==> src/hw/rtl/cbf_pkg.sv <==
// Shared types and constants for the calibrated blink and fade controller.
// Used by cbf_divider and calibrated_blink_fade_controller; depends on nothing.
`default_nettype none

package cbf_pkg;

  // Field widths.
  localparam int SAMPLE_BITS = 10;
  localparam int TIME_BITS   = 32;
  localparam int CFG_W       = 16;
  localparam int DUTY_W      = 8;

  // Widths of the linear map datapath.
  localparam int DIFF_W = SAMPLE_BITS + 1;   // signed sample minus range bound
  localparam int SPAN_W = CFG_W + 1;         // signed interval span
  localparam int PROD_W = DIFF_W + SPAN_W;   // signed product
  localparam int MAG_W  = PROD_W - 1;        // product magnitude, divider width
  localparam int QUOT_W = MAG_W + 1;         // signed quotient
  localparam int SUM_W  = MAG_W + 2;         // quotient plus interval_min
  localparam int CNT_W  = $clog2(MAG_W + 1);

  // Configuration port.
  localparam int                 IDX_W       = 2;
  localparam logic [IDX_W-1:0]   CFG_IDX_MIN = 2'd0;
  localparam logic [IDX_W-1:0]   CFG_IDX_MAX = 2'd1;
  localparam logic [CFG_W-1:0]   INTERVAL_MIN_RST = 16'd50;
  localparam logic [CFG_W-1:0]   INTERVAL_MAX_RST = 16'd4000;

  // Calibration range reset values.
  localparam logic [SAMPLE_BITS-1:0] RANGE_LOW_RST  = SAMPLE_BITS'(1023);
  localparam logic [SAMPLE_BITS-1:0] RANGE_HIGH_RST = SAMPLE_BITS'(10);

  // Fade interval is the blink interval divided by 100, done as a multiply by
  // ceil(2^23 / 100) and a shift; exact for every 16-bit interval.
  localparam int                 FADE_RECIP_W = 17;
  localparam logic [FADE_RECIP_W-1:0] FADE_RECIP = 17'd83887;
  localparam int                 FADE_SHIFT   = 23;
  localparam int                 FADE_PROD_W  = CFG_W + FADE_RECIP_W;

  localparam logic [DUTY_W-1:0]  DUTY_MAX = 8'd255;

  typedef enum logic [3:0] {
    ST_IDLE,
    ST_CAL,
    ST_MUL,
    ST_DSTART,
    ST_DWAIT,
    ST_SUM,
    ST_SCALE,
    ST_STEP,
    ST_OUT
  } ctl_state_t;

  typedef struct packed {
    logic busy;
    logic done;
  } div_status_t;

endpackage

`default_nettype wire

==> src/hw/rtl/cbf_divider.sv <==
// Restoring unsigned divider, one quotient bit per cycle.
// Depends on cbf_pkg for widths and the status struct.
`default_nettype none

module cbf_divider (
  input  wire logic                          clk,
  input  wire logic                          rst_n,
  input  wire logic                          start,
  input  wire logic [cbf_pkg::MAG_W-1:0]       dividend,
  input  wire logic [cbf_pkg::SAMPLE_BITS-1:0] divisor,
  output cbf_pkg::div_status_t               status,
  output logic      [cbf_pkg::MAG_W-1:0]       quotient
);
  import cbf_pkg::*;

  logic                   busy_r;
  logic                   done_r;
  logic [CNT_W-1:0]       cnt_r;
  logic [SAMPLE_BITS-1:0] rem_r;
  logic [SAMPLE_BITS-1:0] den_r;
  logic [MAG_W-1:0]       quo_r;
  logic [SAMPLE_BITS:0]   trial;
  logic                   fits;

  // The remainder stays below the divisor, so the shifted trial value fits
  // one bit more than the divisor.
  assign trial = {rem_r, quo_r[MAG_W-1]};
  assign fits  = trial >= {1'b0, den_r};

  always_ff @(posedge clk) begin
    if (!rst_n) begin
      busy_r <= 1'b0;
      done_r <= 1'b0;
      cnt_r  <= '0;
    end else if (start) begin
      busy_r <= 1'b1;
      done_r <= 1'b0;
      cnt_r  <= CNT_W'(MAG_W);
    end else if (busy_r) begin
      cnt_r <= cnt_r - 1'b1;
      if (cnt_r == CNT_W'(1)) begin
        busy_r <= 1'b0;
        done_r <= 1'b1;
      end
    end else begin
      done_r <= 1'b0;
    end
  end

  always_ff @(posedge clk) begin
    if (start) begin
      quo_r <= dividend;
      den_r <= divisor;
      rem_r <= '0;
    end else if (busy_r) begin
      quo_r <= {quo_r[MAG_W-2:0], fits};
      if (fits) begin
        rem_r <= SAMPLE_BITS'(trial - {1'b0, den_r});
      end else begin
        rem_r <= trial[SAMPLE_BITS-1:0];
      end
    end
  end

  assign status.busy = busy_r;
  assign status.done = done_r;
  assign quotient    = quo_r;

endmodule

`default_nettype wire

==> src/hw/rtl/calibrated_blink_fade_controller.sv <==
// Top level of the calibrated blink and fade controller: sequencer, map
// datapath, timers and the result register. Depends on cbf_pkg and cbf_divider.
//
//   channel  signals                                   direction  role
//   in_      valid/ready, switch_on, pot_sample, now   input      one control pass
//   out_     valid/ready, duties, lights, flags        output     one result per pass
//   cfg_     we, index, wdata                          input      interval limits
//
// A calibrating pass (switch off) goes from ST_CAL to ST_OUT. A running pass
// goes through ST_MUL, ST_DSTART, ST_DWAIT, ST_SUM, ST_SCALE and ST_STEP to
// ST_OUT, waiting in ST_DWAIT on the divider, which resolves one quotient bit
// per cycle over MAG_W bits; an empty calibrated range skips the divider. ST_OUT
// loads the result once its register is free; in_ready returns on the cycle after the load.
// Reset is synchronous and active low; it clears the sequencer, the limits
// and all calibration, fade and blink state. No clearing pass is needed.
// The result sits in its own register, so a new transaction is accepted
// while the previous result still waits for out_ready.
`default_nettype none

module calibrated_blink_fade_controller (
  input  wire logic                          clk,
  input  wire logic                          rst_n,
  // Input channel.
  input  wire logic                          in_valid,
  output logic                               in_ready,
  input  wire logic                          in_switch_on,
  input  wire logic [cbf_pkg::SAMPLE_BITS-1:0] in_pot_sample,
  input  wire logic [cbf_pkg::TIME_BITS-1:0]   in_now_ms,
  // Result channel.
  output logic                               out_valid,
  input  wire logic                          out_ready,
  output logic      [cbf_pkg::DUTY_W-1:0]      out_led_a_duty,
  output logic      [cbf_pkg::DUTY_W-1:0]      out_led_b_duty,
  output logic                               out_lights_a,
  output logic                               out_lights_b,
  output logic                               out_calibrating,
  output logic      [cbf_pkg::CFG_W-1:0]       out_blink_interval,
  // Configuration port.
  input  wire logic                          cfg_we,
  input  wire logic [cbf_pkg::IDX_W-1:0]       cfg_index,
  input  wire logic [cbf_pkg::CFG_W-1:0]       cfg_wdata
);
  import cbf_pkg::*;

  // Sequencer.
  ctl_state_t state_r, state_nxt;
  logic       accept;
  logic       out_free;
  logic       out_load;
  logic       div_start;

  // Configuration registers.
  logic [CFG_W-1:0] imin_r;
  logic [CFG_W-1:0] imax_r;

  // Latched transaction.
  logic                   sw_r;
  logic [SAMPLE_BITS-1:0] sample_r;
  logic [TIME_BITS-1:0]   now_r;

  // Persistent controller state.
  logic [SAMPLE_BITS-1:0] range_low_r;
  logic [SAMPLE_BITS-1:0] range_high_r;
  logic [DUTY_W-1:0]      fade_level_r;
  logic                   fade_down_r;
  logic                   toggle_phase_r;
  logic [TIME_BITS-1:0]   last_fade_r;
  logic [TIME_BITS-1:0]   last_blink_r;
  logic [DUTY_W-1:0]      held_led_a_r;
  logic [DUTY_W-1:0]      held_led_b_r;
  logic                   held_lights_a_r;
  logic                   held_lights_b_r;

  // Map datapath.
  logic signed [DIFF_W-1:0] diff_w;
  logic signed [SPAN_W-1:0] span_w;
  logic signed [PROD_W-1:0] prod_w;
  logic signed [PROD_W-1:0] prod_r;
  logic signed [DIFF_W-1:0] den_w;
  logic signed [DIFF_W-1:0] den_r;
  logic signed [PROD_W-1:0] prod_abs;
  logic signed [DIFF_W-1:0] den_abs;
  logic                     quot_neg_r;
  logic signed [QUOT_W-1:0] quot_mag_s;
  logic signed [QUOT_W-1:0] quot_r;
  logic signed [SUM_W-1:0]  mapped;
  logic signed [SUM_W-1:0]  omin_s;
  logic signed [SUM_W-1:0]  omax_s;
  logic [CFG_W-1:0]         clamped;
  logic [CFG_W-1:0]         interval_r;
  logic [FADE_PROD_W-1:0]   fade_prod;
  logic [CFG_W-1:0]         fade_int_r;

  // Timer and fade step.
  logic [TIME_BITS-1:0] fade_elapsed;
  logic [TIME_BITS-1:0] blink_elapsed;
  logic [DUTY_W-1:0]    fade_next;

  // Divider link.
  div_status_t      div_stat;
  logic [MAG_W-1:0] div_quot;

  // Result register.
  logic              out_valid_r;
  logic [DUTY_W-1:0] out_led_a_r;
  logic [DUTY_W-1:0] out_led_b_r;
  logic              out_lights_a_r;
  logic              out_lights_b_r;
  logic              out_cal_r;
  logic [CFG_W-1:0]  out_interval_r;

  assign in_ready = (state_r == ST_IDLE);
  assign accept   = in_valid && in_ready;
  assign out_free = !out_valid_r || out_ready;

  // ------------------------------------------------------------------------
  // Sequencer: next state and strobes.
  // ------------------------------------------------------------------------
  always_comb begin
    state_nxt = state_r;
    div_start = 1'b0;
    out_load  = 1'b0;
    unique case (state_r)
      ST_IDLE: begin
        if (accept) begin
          state_nxt = in_switch_on ? ST_MUL : ST_CAL;
        end
      end
      ST_CAL: begin
        state_nxt = ST_OUT;
      end
      ST_MUL: begin
        // An empty calibrated range maps straight to interval_min.
        state_nxt = (range_high_r == range_low_r) ? ST_SUM : ST_DSTART;
      end
      ST_DSTART: begin
        div_start = 1'b1;
        state_nxt = ST_DWAIT;
      end
      ST_DWAIT: begin
        if (div_stat.done) begin
          state_nxt = ST_SUM;
        end
      end
      ST_SUM: begin
        state_nxt = ST_SCALE;
      end
      ST_SCALE: begin
        state_nxt = ST_STEP;
      end
      ST_STEP: begin
        state_nxt = ST_OUT;
      end
      ST_OUT: begin
        if (out_free) begin
          out_load  = 1'b1;
          state_nxt = ST_IDLE;
        end
      end
      default: begin
        state_nxt = ST_IDLE;
      end
    endcase
  end

  always_ff @(posedge clk) begin
    if (!rst_n) begin
      state_r <= ST_IDLE;
    end else begin
      state_r <= state_nxt;
    end
  end

  // ------------------------------------------------------------------------
  // Configuration registers. Indexes past the two limits are ignored.
  // ------------------------------------------------------------------------
  always_ff @(posedge clk) begin
    if (!rst_n) begin
      imin_r <= INTERVAL_MIN_RST;
      imax_r <= INTERVAL_MAX_RST;
    end else if (cfg_we) begin
      if (cfg_index == CFG_IDX_MIN) begin
        imin_r <= cfg_wdata;
      end
      if (cfg_index == CFG_IDX_MAX) begin
        imax_r <= cfg_wdata;
      end
    end
  end

  // Input latch.
  always_ff @(posedge clk) begin
    if (accept) begin
      sw_r     <= in_switch_on;
      sample_r <= in_pot_sample;
      now_r    <= in_now_ms;
    end
  end

  // ------------------------------------------------------------------------
  // Linear map: (sample - low) * (max - min) / (high - low) + min, with the
  // division truncating toward zero. The product is registered before the
  // divider sees it; the divider works on magnitudes and the sign is put
  // back on the quotient.
  // ------------------------------------------------------------------------
  assign diff_w = $signed({1'b0, sample_r}) - $signed({1'b0, range_low_r});
  assign span_w = $signed({1'b0, imax_r}) - $signed({1'b0, imin_r});
  assign prod_w = diff_w * span_w;
  assign den_w  = $signed({1'b0, range_high_r}) - $signed({1'b0, range_low_r});

  assign prod_abs = prod_r[PROD_W-1] ? -prod_r : prod_r;
  assign den_abs  = den_r[DIFF_W-1] ? -den_r : den_r;

  assign quot_mag_s = $signed({1'b0, div_quot});

  always_ff @(posedge clk) begin
    if (state_r == ST_MUL) begin
      prod_r <= prod_w;
      den_r  <= den_w;
    end
    if (state_r == ST_DSTART) begin
      quot_neg_r <= prod_r[PROD_W-1] ^ den_r[DIFF_W-1];
    end
    if (state_r == ST_MUL) begin
      quot_r <= '0;
    end else if (state_r == ST_DWAIT && div_stat.done) begin
      quot_r <= quot_neg_r ? -quot_mag_s : quot_mag_s;
    end
  end

  cbf_divider u_div (
    .clk      (clk),
    .rst_n    (rst_n),
    .start    (div_start),
    .dividend (prod_abs[MAG_W-1:0]),
    .divisor  (den_abs[SAMPLE_BITS-1:0]),
    .status   (div_stat),
    .quotient (div_quot)
  );

  // Clamp: the lower bound wins when the limits are crossed.
  assign mapped = SUM_W'(quot_r) + $signed(SUM_W'(imin_r));
  assign omin_s = $signed(SUM_W'(imin_r));
  assign omax_s = $signed(SUM_W'(imax_r));

  always_comb begin
    priority if (mapped < omin_s) begin
      clamped = imin_r;
    end else if (mapped > omax_s) begin
      clamped = imax_r;
    end else begin
      clamped = mapped[CFG_W-1:0];
    end
  end

  // Fade interval is one hundredth of the blink interval, rounded down.
  assign fade_prod = FADE_PROD_W'(interval_r) * FADE_PROD_W'(FADE_RECIP);

  always_ff @(posedge clk) begin
    if (state_r == ST_CAL) begin
      interval_r <= '0;
    end else if (state_r == ST_SUM) begin
      interval_r <= clamped;
    end
    if (state_r == ST_SCALE) begin
      fade_int_r <= CFG_W'(fade_prod[FADE_PROD_W-1:FADE_SHIFT]);
    end
  end

  // ------------------------------------------------------------------------
  // Timers, fade triangle, blink phase and calibration range.
  // ------------------------------------------------------------------------
  assign fade_elapsed  = now_r - last_fade_r;
  assign blink_elapsed = now_r - last_blink_r;
  assign fade_next     = fade_down_r ? (fade_level_r - 1'b1) : (fade_level_r + 1'b1);

  always_ff @(posedge clk) begin
    if (!rst_n) begin
      range_low_r     <= RANGE_LOW_RST;
      range_high_r    <= RANGE_HIGH_RST;
      fade_level_r    <= '0;
      fade_down_r     <= 1'b0;
      toggle_phase_r  <= 1'b0;
      last_fade_r     <= '0;
      last_blink_r    <= '0;
      held_led_a_r    <= '0;
      held_led_b_r    <= '0;
      held_lights_a_r <= 1'b0;
      held_lights_b_r <= 1'b0;
    end else if (state_r == ST_CAL) begin
      held_led_a_r    <= '0;
      held_led_b_r    <= '0;
      held_lights_a_r <= 1'b0;
      held_lights_b_r <= 1'b0;
      if (sample_r > range_high_r) begin
        range_high_r <= sample_r;
      end
      if (sample_r < range_low_r) begin
        range_low_r <= sample_r;
      end
    end else if (state_r == ST_STEP) begin
      if (fade_elapsed > TIME_BITS'(fade_int_r)) begin
        last_fade_r  <= now_r;
        held_led_a_r <= fade_level_r;
        held_led_b_r <= DUTY_MAX - fade_level_r;
        fade_level_r <= fade_next;
        // The direction turns whenever the level reaches either end.
        if (fade_next == '0 || fade_next == DUTY_MAX) begin
          fade_down_r <= !fade_down_r;
        end
      end
      if (blink_elapsed > TIME_BITS'(interval_r)) begin
        last_blink_r    <= now_r;
        held_lights_a_r <= toggle_phase_r;
        held_lights_b_r <= !toggle_phase_r;
        toggle_phase_r  <= !toggle_phase_r;
      end
    end
  end

  // ------------------------------------------------------------------------
  // Result register.
  // ------------------------------------------------------------------------
  always_ff @(posedge clk) begin
    if (!rst_n) begin
      out_valid_r <= 1'b0;
    end else if (out_load) begin
      out_valid_r <= 1'b1;
    end else if (out_ready) begin
      out_valid_r <= 1'b0;
    end
  end

  always_ff @(posedge clk) begin
    if (out_load) begin
      out_led_a_r    <= held_led_a_r;
      out_led_b_r    <= held_led_b_r;
      out_lights_a_r <= held_lights_a_r;
      out_lights_b_r <= held_lights_b_r;
      out_cal_r      <= !sw_r;
      out_interval_r <= interval_r;
    end
  end

  assign out_valid          = out_valid_r;
  assign out_led_a_duty     = out_led_a_r;
  assign out_led_b_duty     = out_led_b_r;
  assign out_lights_a       = out_lights_a_r;
  assign out_lights_b       = out_lights_b_r;
  assign out_calibrating    = out_cal_r;
  assign out_blink_interval = out_interval_r;

  // ------------------------------------------------------------------------
  // Assertions.
  // ------------------------------------------------------------------------
`ifndef SYNTH
  // Once a transaction is taken, the sequencer is busy on the next cycle.
  a_accept_busy: assert property (@(posedge clk) disable iff (!rst_n)
    accept |=> !in_ready)
    else $error("input taken again right after a transaction");

  // The divider only reports completion while the sequencer waits for it.
  a_div_done_state: assert property (@(posedge clk) disable iff (!rst_n)
    div_stat.done |-> (state_r == ST_DWAIT))
    else $error("divider finished outside its wait state");

  // A calibrating result carries all outputs blanked and a zero interval.
  a_cal_blank: assert property (@(posedge clk) disable iff (!rst_n)
    (out_valid && out_calibrating) |->
      (out_blink_interval == '0 && out_led_a_duty == '0 && out_led_b_duty == '0 &&
       !out_lights_a && !out_lights_b))
    else $error("calibrating result is not blanked");
`endif

endmodule

`default_nettype wire

==> config.mk <==
export PLATFORM = sky130hd
export DESIGN_NAME = calibrated_blink_fade_controller
export DESIGN_NICKNAME = d
export VERILOG_FILES = /design/src/hw/rtl/cbf_pkg.sv /design/src/hw/rtl/cbf_divider.sv /design/src/hw/rtl/calibrated_blink_fade_controller.sv
export SDC_FILE = /design/constraint.sdc
export NUM_CORES = 2
export LEC_CHECK = 0
export BUFFER_PORTS_ARGS = -buffer_cell sky130_fd_sc_hd__buf_2
export CAP_MARGIN = 30
export CORE_UTILIZATION = 45
export DETAILED_ROUTE_END_ITERATION = 7
export SETUP_SLACK_MARGIN = 0.1
export SLEW_MARGIN = 40
export SYNTH_ARGS = -nofsm -noshare
export SYNTH_HDL_FRONTEND = slang
export SYNTH_SLANG_ARGS = --single-unit
==> constraint.sdc <==
create_clock -name clk -period 8.9 [get_ports clk]
set_input_delay 0.445 -clock clk [delete_from_list [all_inputs] [get_ports clk]]
set_output_delay 0.445 -clock clk [all_outputs]
set_load 0.02 [all_outputs]
Word level (Yosys, flattened, before mapping)
Index checks and enable logic that the tools add are counted.
Storage, ports and cells
  register bits after elaboration: 375
  word-level logic and storage cells: 131
  output and inout port bits: 37
Cells by class
  mux-type cells: 25
  add/sub/neg operators: 14
  magnitude comparators: 7
  reductions and logical operators: 27
  bitwise logic cells: 4
  equality and inequality tests: 15
  $mul: 2
Operators with widths (number)
  2-to-1 mux 27 bit: 3
  subtractor 32 bit: 2
  multiplier 16 x 17 -> 33 bit (second input constant): 1
  > comparator 32 x 10 -> 1 bit: 1
  > comparator 32 x 16 -> 1 bit: 1
  2-to-1 mux 16 bit: 2
  one-hot mux 4 bit (8 select lines): 1
  adder 28 x 17 -> 29 bit: 1
  > comparator 29 x 17 -> 1 bit: 1
  less-than comparator 29 x 17 -> 1 bit: 1
  multiplier 11 x 17 -> 28 bit: 1
  2-to-1 mux 28 bit: 1
  negator 27 -> 28 bit: 1
  negator 27 bit: 1
  subtractor 10 x 10 -> 11 bit: 2
  2-to-1 mux 10 bit: 2
  subtractor 16 x 16 -> 17 bit: 1
  == test 4 x 3 -> 1 bit (second input constant): 4
  2-to-1 mux 4 bit: 3
  AND reduction 2 bit: 6
  greater-or-equal comparator 11 x 10 -> 1 bit: 1
  == test 10 bit: 1
  > comparator 10 bit: 1
  less-than comparator 10 bit: 1
  other kinds (32): 54

Longest topological paths before layout
  word-level depth: 5
  mapped depth: 35
  mapped depth without buffers: 35

By module
From an unflattened synthesis, not the netlist that was laid out.
Second synthesis, totals
  cell total of the unflattened synthesis: 3706
  area total of the unflattened synthesis: 34341.7 sq um
Modules (own cells, without submodules)
  calibrated_blink_fade_controller: cells each 3476, area each 31612.8 sq um, times used 1, seq. area each 7707.4 sq um
  cbf_divider: cells each 230, area each 2728.9 sq um, times used 1, seq. area each 1451.4 sq um

Worst setup path after synthesis
No wires, ideal clock.
  kind: reg-to-reg
  from: register imax_r[0]
  to: register prod_r[27], data pin
  data required time: 8.640 ns
  slack: 1.177 ns
  arrival: 7.463 ns
  cell stages (with the launch flop): 34
  buffers on the path: 0
  period minus slack after synthesis: 7.723 ns
  cell sequence: dfxtp_1 inv_1 ha_1 fa_1 nor2b_1 o21ai_0 a21boi_0 o21ai_0 a21boi_0 o21ai_0 a21oi_1 o21ai_0 nand2b_1 a211oi_1 nand2_1 fa_1 inv_1 fa_1 fa_1 fa_1 inv_1 fa_1 inv_1 ha_1 a21oi_1 nand2_1 a21o_1 a21oi_1 o21ai_0 a211o_1 a21oi_1 o21bai_1 a21oi_1 xnor2_1
On the way
  longest elaborated chain between the ends: 2
RTL lines
  start: declaration: RTL line calibrated_blink_fade_controller.sv:54  | logic [CFG_W-1:0] imax_r;
  start signal: assignment: RTL line calibrated_blink_fade_controller.sv:186  | imax_r <= cfg_wdata;
  subtractor 16 x 16 -> 17 bit: RTL line calibrated_blink_fade_controller.sv:207  | assign span_w = $signed({1'b0, imax_r}) - $signed({1'b0, imin_r});
  multiplier 11 x 17 -> 28 bit: RTL line calibrated_blink_fade_controller.sv:208  | assign prod_w = diff_w * span_w;
  net prod_w[27]: RTL line calibrated_blink_fade_controller.sv:77  | logic signed [PROD_W-1:0] prod_w;
  end signal: assignment: RTL line calibrated_blink_fade_controller.sv:218  | prod_r <= prod_w;
  end: declaration: RTL line calibrated_blink_fade_controller.sv:78  | logic signed [PROD_W-1:0] prod_r;
The timed path passes the listed nets, and every way through them passes these cells.
A chain may end at the register's enable or synchronous reset.

Final worst setup path
Same ends and word-level chain as after synthesis.

==> summary.md <==
| Metric | Value |
|---|---|
| Outcome | `finished, final reports clean` |
| CP Max Fanout | `7` |
| Final Skew | `0.0305 ns` |
| Core Region | `77,500 um2` |
| Slew headroom | `0.429` |
| Share of post-route cells with drive strength above 1 | `0.0685` |
| Setup TNS | `0 ns` |
| Worst Path Required | `slightly above 9 ns` |
| DR pass1 iterations | `6` |
| Final nets | `4,658` |
| CTS tree | `yes` |
| Via count of the first global-routing pass | `26,500` |
| Max Slew Vio Count | `0` |
| Mapped Area | `35,200 um2` |
| Sequential share of the synthesized area | `0.260` |
| Least-Margin Pin Slew | `0.856 ns` |
| Worst Setup Start Kind | `flip-flop` |
| #FFs+latches synth | `between 300 and 400` |
| Chip height | `around 280 um` |
| Post-CTS Setup Bufs | `0` |
| Routed Antenna Nets | `0` |
| Vias per cell | `5.31` |
| Post-synth net total | `~4,600` |
| Cell variety after synth | `83` |
| Starting Density | `0.455` |
| CP Capture Type | `flip-flop` |
| Most used cell, CP | `fa_1` |
| Port bufs | `between 100 and 150` |
| CTS H-Tree Depth | `2` |
| Worst-path clk slew | `0.06 ns` |
| Initial DRC Count | `1,595` |
| Met1 Use GR | `0.297` |
| Drc violations | `0` |
| Vias | `between 20,000 and 30,000` |
| Final setup vio count | `0` |
| Worst-case hold slack | `0.0341 ns` |
| Site Rows | `slightly above 100` |
| Cells after synthesis | `between 3,000 and 4,000` |
| Total grt overflow | `0` |
| Fin. Hold Viols | `0` |
| Global-route wire length before repair | `140,000 um` |
| Fin area | `38,600 um2` |
| Max-Cap Viols | `0` |
| Largest net degree at the start of global routing | `~140` |
| Post-DP HPWL | `~66,000 um` |
| CTS sink count | `about 380` |
| Slowest CP cell | `fa_1` |
| Area Growth Syn to Fin | `9.50%` |
| # diodes | `0` |
| Die area | `slightly below 80,000 um2` |
| Routability cong. | `approximately 0.9` |
| Antenna violations before repair | `0` |
| Clock root buffer | `clkbuf_16` |
| Ys async rst share | `0` |
| Fmax | `between 0.1 and 0.15 GHz` |
| Slowest stage delay, CP | `0.54 ns` |
| Min Tclk post-route | `8.16 ns` |
| Global route hottest layer | `met2` |
| Number of enable flip-flop cells after synthesis | `165` |
| Clock Latency Late Sink | `0.59 ns` |
| Placed Instance Area | `36,900 um2` |
| YS warnings | `0` |
| Unrepaired setup endpoints after global routing | `false` |
| CP arrival | `around 8.5 ns` |
| Hold WC Path Type | `input pin to flip-flop` |
| Max Buffers Root-to-Sink | `3` |
| Die X | `282 um` |
| Filler instances | `between 7,000 and 8,000` |
| GRT Total Usage | `0.220` |
| I/O pin cnt | `103` |
| Final core occ | `0.498` |
| Final Cycle Share | `0.917` |
| Wire per inst | `around 17 um` |
| M3 GR Usage | `0.0211` |
| Ys flop type | `dfxtp_1` |
| Met2 Use GR | `0.374` |
| WL final | `~86,000 um` |
| Mean post-synth cell area | `9.16 um2` |
| Clock buffer count from CTS | `45` |
| Critical path class | `flip-flop to flip-flop` |
[path summary, 6_finish.rpt]
| check | startpoint | end | slack, ns | depth (start not counted) |
|---|---|---|---|---|
| worst max-delay path | imax_r[0]$_SDFFE_PN0P_ | prod_r[27]$_DFFE_PP_ | 0.74 | 34 |
| worst min-delay path | in_now_ms[11] | now_r[11]$_DFFE_PP_ | 0.03 | 1 |
| worst max register to register | imax_r[0]$_SDFFE_PN0P_ | prod_r[27]$_DFFE_PP_ | 0.74 | 34 |
| worst min register to register | held_led_a_r[3]$_SDFFE_PP0P_ | out_led_a_duty[3]$_DFFE_PP_ | 0.43 | 0 |
[layer usage]
layer  vias up  share of wire
li1      13300              -
met1     12700           0.47
met2       444           0.47
met3       109          0.034
met4         0          0.025
met5         -              0
[through the flow]
stage / worst slack [ns] / instances
6_report: 0.738 / 4996
5_1_grt: 0.159 / 4996
4_1_cts: 0.632 / 4996
3_5_place_dp: 0.666 / 4892
3_3_place_gp: 0.762 / 4889
2_1_floorplan: 1.18 / 3845
[cells by family (layout without fill, tap and decap cells)]
logic type	count (synthesis)	after routing	synth area share
AO/OA/AOI/OAI	721	721	0.137
XOR/XNOR	189	189	0.0470
adder cells (fa/ha/maj)	673	673	0.298
buffers and inverters	693	804	0.0750
flip-flops	375	375	0.260
multiplexers	122	122	0.0358
AND/OR/NAND/NOR	1072	1072	0.147
[synthesized netlist by cell type (all sizes together) (36+ instances only)]
| cell | instances | share of area |
|---|---|---|
| inv | 558 | 0.059 |
| ha | 397 | 0.14 |
| nand2 | 387 | 0.041 |
| fa | 276 | 0.16 |
| dfxtp | 210 | 0.12 |
| nor2 | 182 | 0.019 |
| edfxtp | 165 | 0.14 |
| o21ai | 161 | 0.023 |
| nand3 | 152 | 0.023 |
| a21oi | 142 | 0.020 |
| clkbuf | 118 | 0.013 |
| xnor2 | 104 | 0.026 |
| mux2i | 89 | 0.025 |
| nor2b | 86 | 0.015 |
| xor2 | 85 | 0.021 |
| a21o | 69 | 0.015 |
| o211ai | 57 | 0.012 |
| nand2b | 50 | 0.0089 |
| a211oi | 48 | 0.010 |
| and2 | 40 | 0.0072 |
| nor3 | 39 | 0.0055 |
| a21boi | 36 | 0.0077 |
[cells in the final DEF (no fill, tap or decap), types with 69 or more instances in the layout]
cell | netlist | final
edfxtp_1 | 165 | 165
dfxtp_1 | 210 | 208
nand2_1 | 386 | 385
a21oi_1 | 142 | 142
ha_1 | 397 | 397
xnor2_1 | 104 | 100
xor2_1 | 85 | 85
fa_1 | 276 | 276
nand3_1 | 143 | 142
mux2i_1 | 89 | 89
a21o_1 | 69 | 69
nor2b_1 | 86 | 85
nor2_1 | 182 | 179
buf_2 | 9 | 101
o21ai_0 | 142 | 142
inv_1 | 558 | 557
[worst max-delay path: cells and delay by family, from the launching register on]
family | cells | cell delay [ns]
AO/OA/AOI/OAI | 16 | 3.03
XOR/XNOR | 1 | 0.08
adder cells (fa/ha/maj) | 8 | 3.51
AND/OR/NAND/NOR | 4 | 0.46
buffers and inverters | 5 | 0.43
flip-flops | 1 | 0.37
[area by class of cell]
type	instances	area [um2]	area share
clock buffers	57	1190	0.0309
inverters	558	2090	0.0543
well taps	1040	1300	0.0337
clock inverters	27	229	0.00594
repair buffers	162	1050	0.0273
flip-flops and latches	375	9160	0.238
multi-input cells	2777	23500	0.610
[timing repair]
action / in CTS / in global routing
setup endpoints to repair: 0 / 1
hold endpoints to repair: 20 / 0
hold buffers: 20 / 0
gates resized for setup: 0 / 3
[sequential cells by signal, summed over array words and instances, names as in the netlist, 11 cells and up]
signal	count
out_blink_interval	16
prod_r	28
u_div.quotient	27
den_r	11
last_blink_r	32
last_fade_r	32
quot_r	28
imin_r	16
now_r	32
interval_r	16
imax_r	16
Power is not shown: default switching activity piles up to over one toggle a cycle in this logic, so the estimate is an artifact.
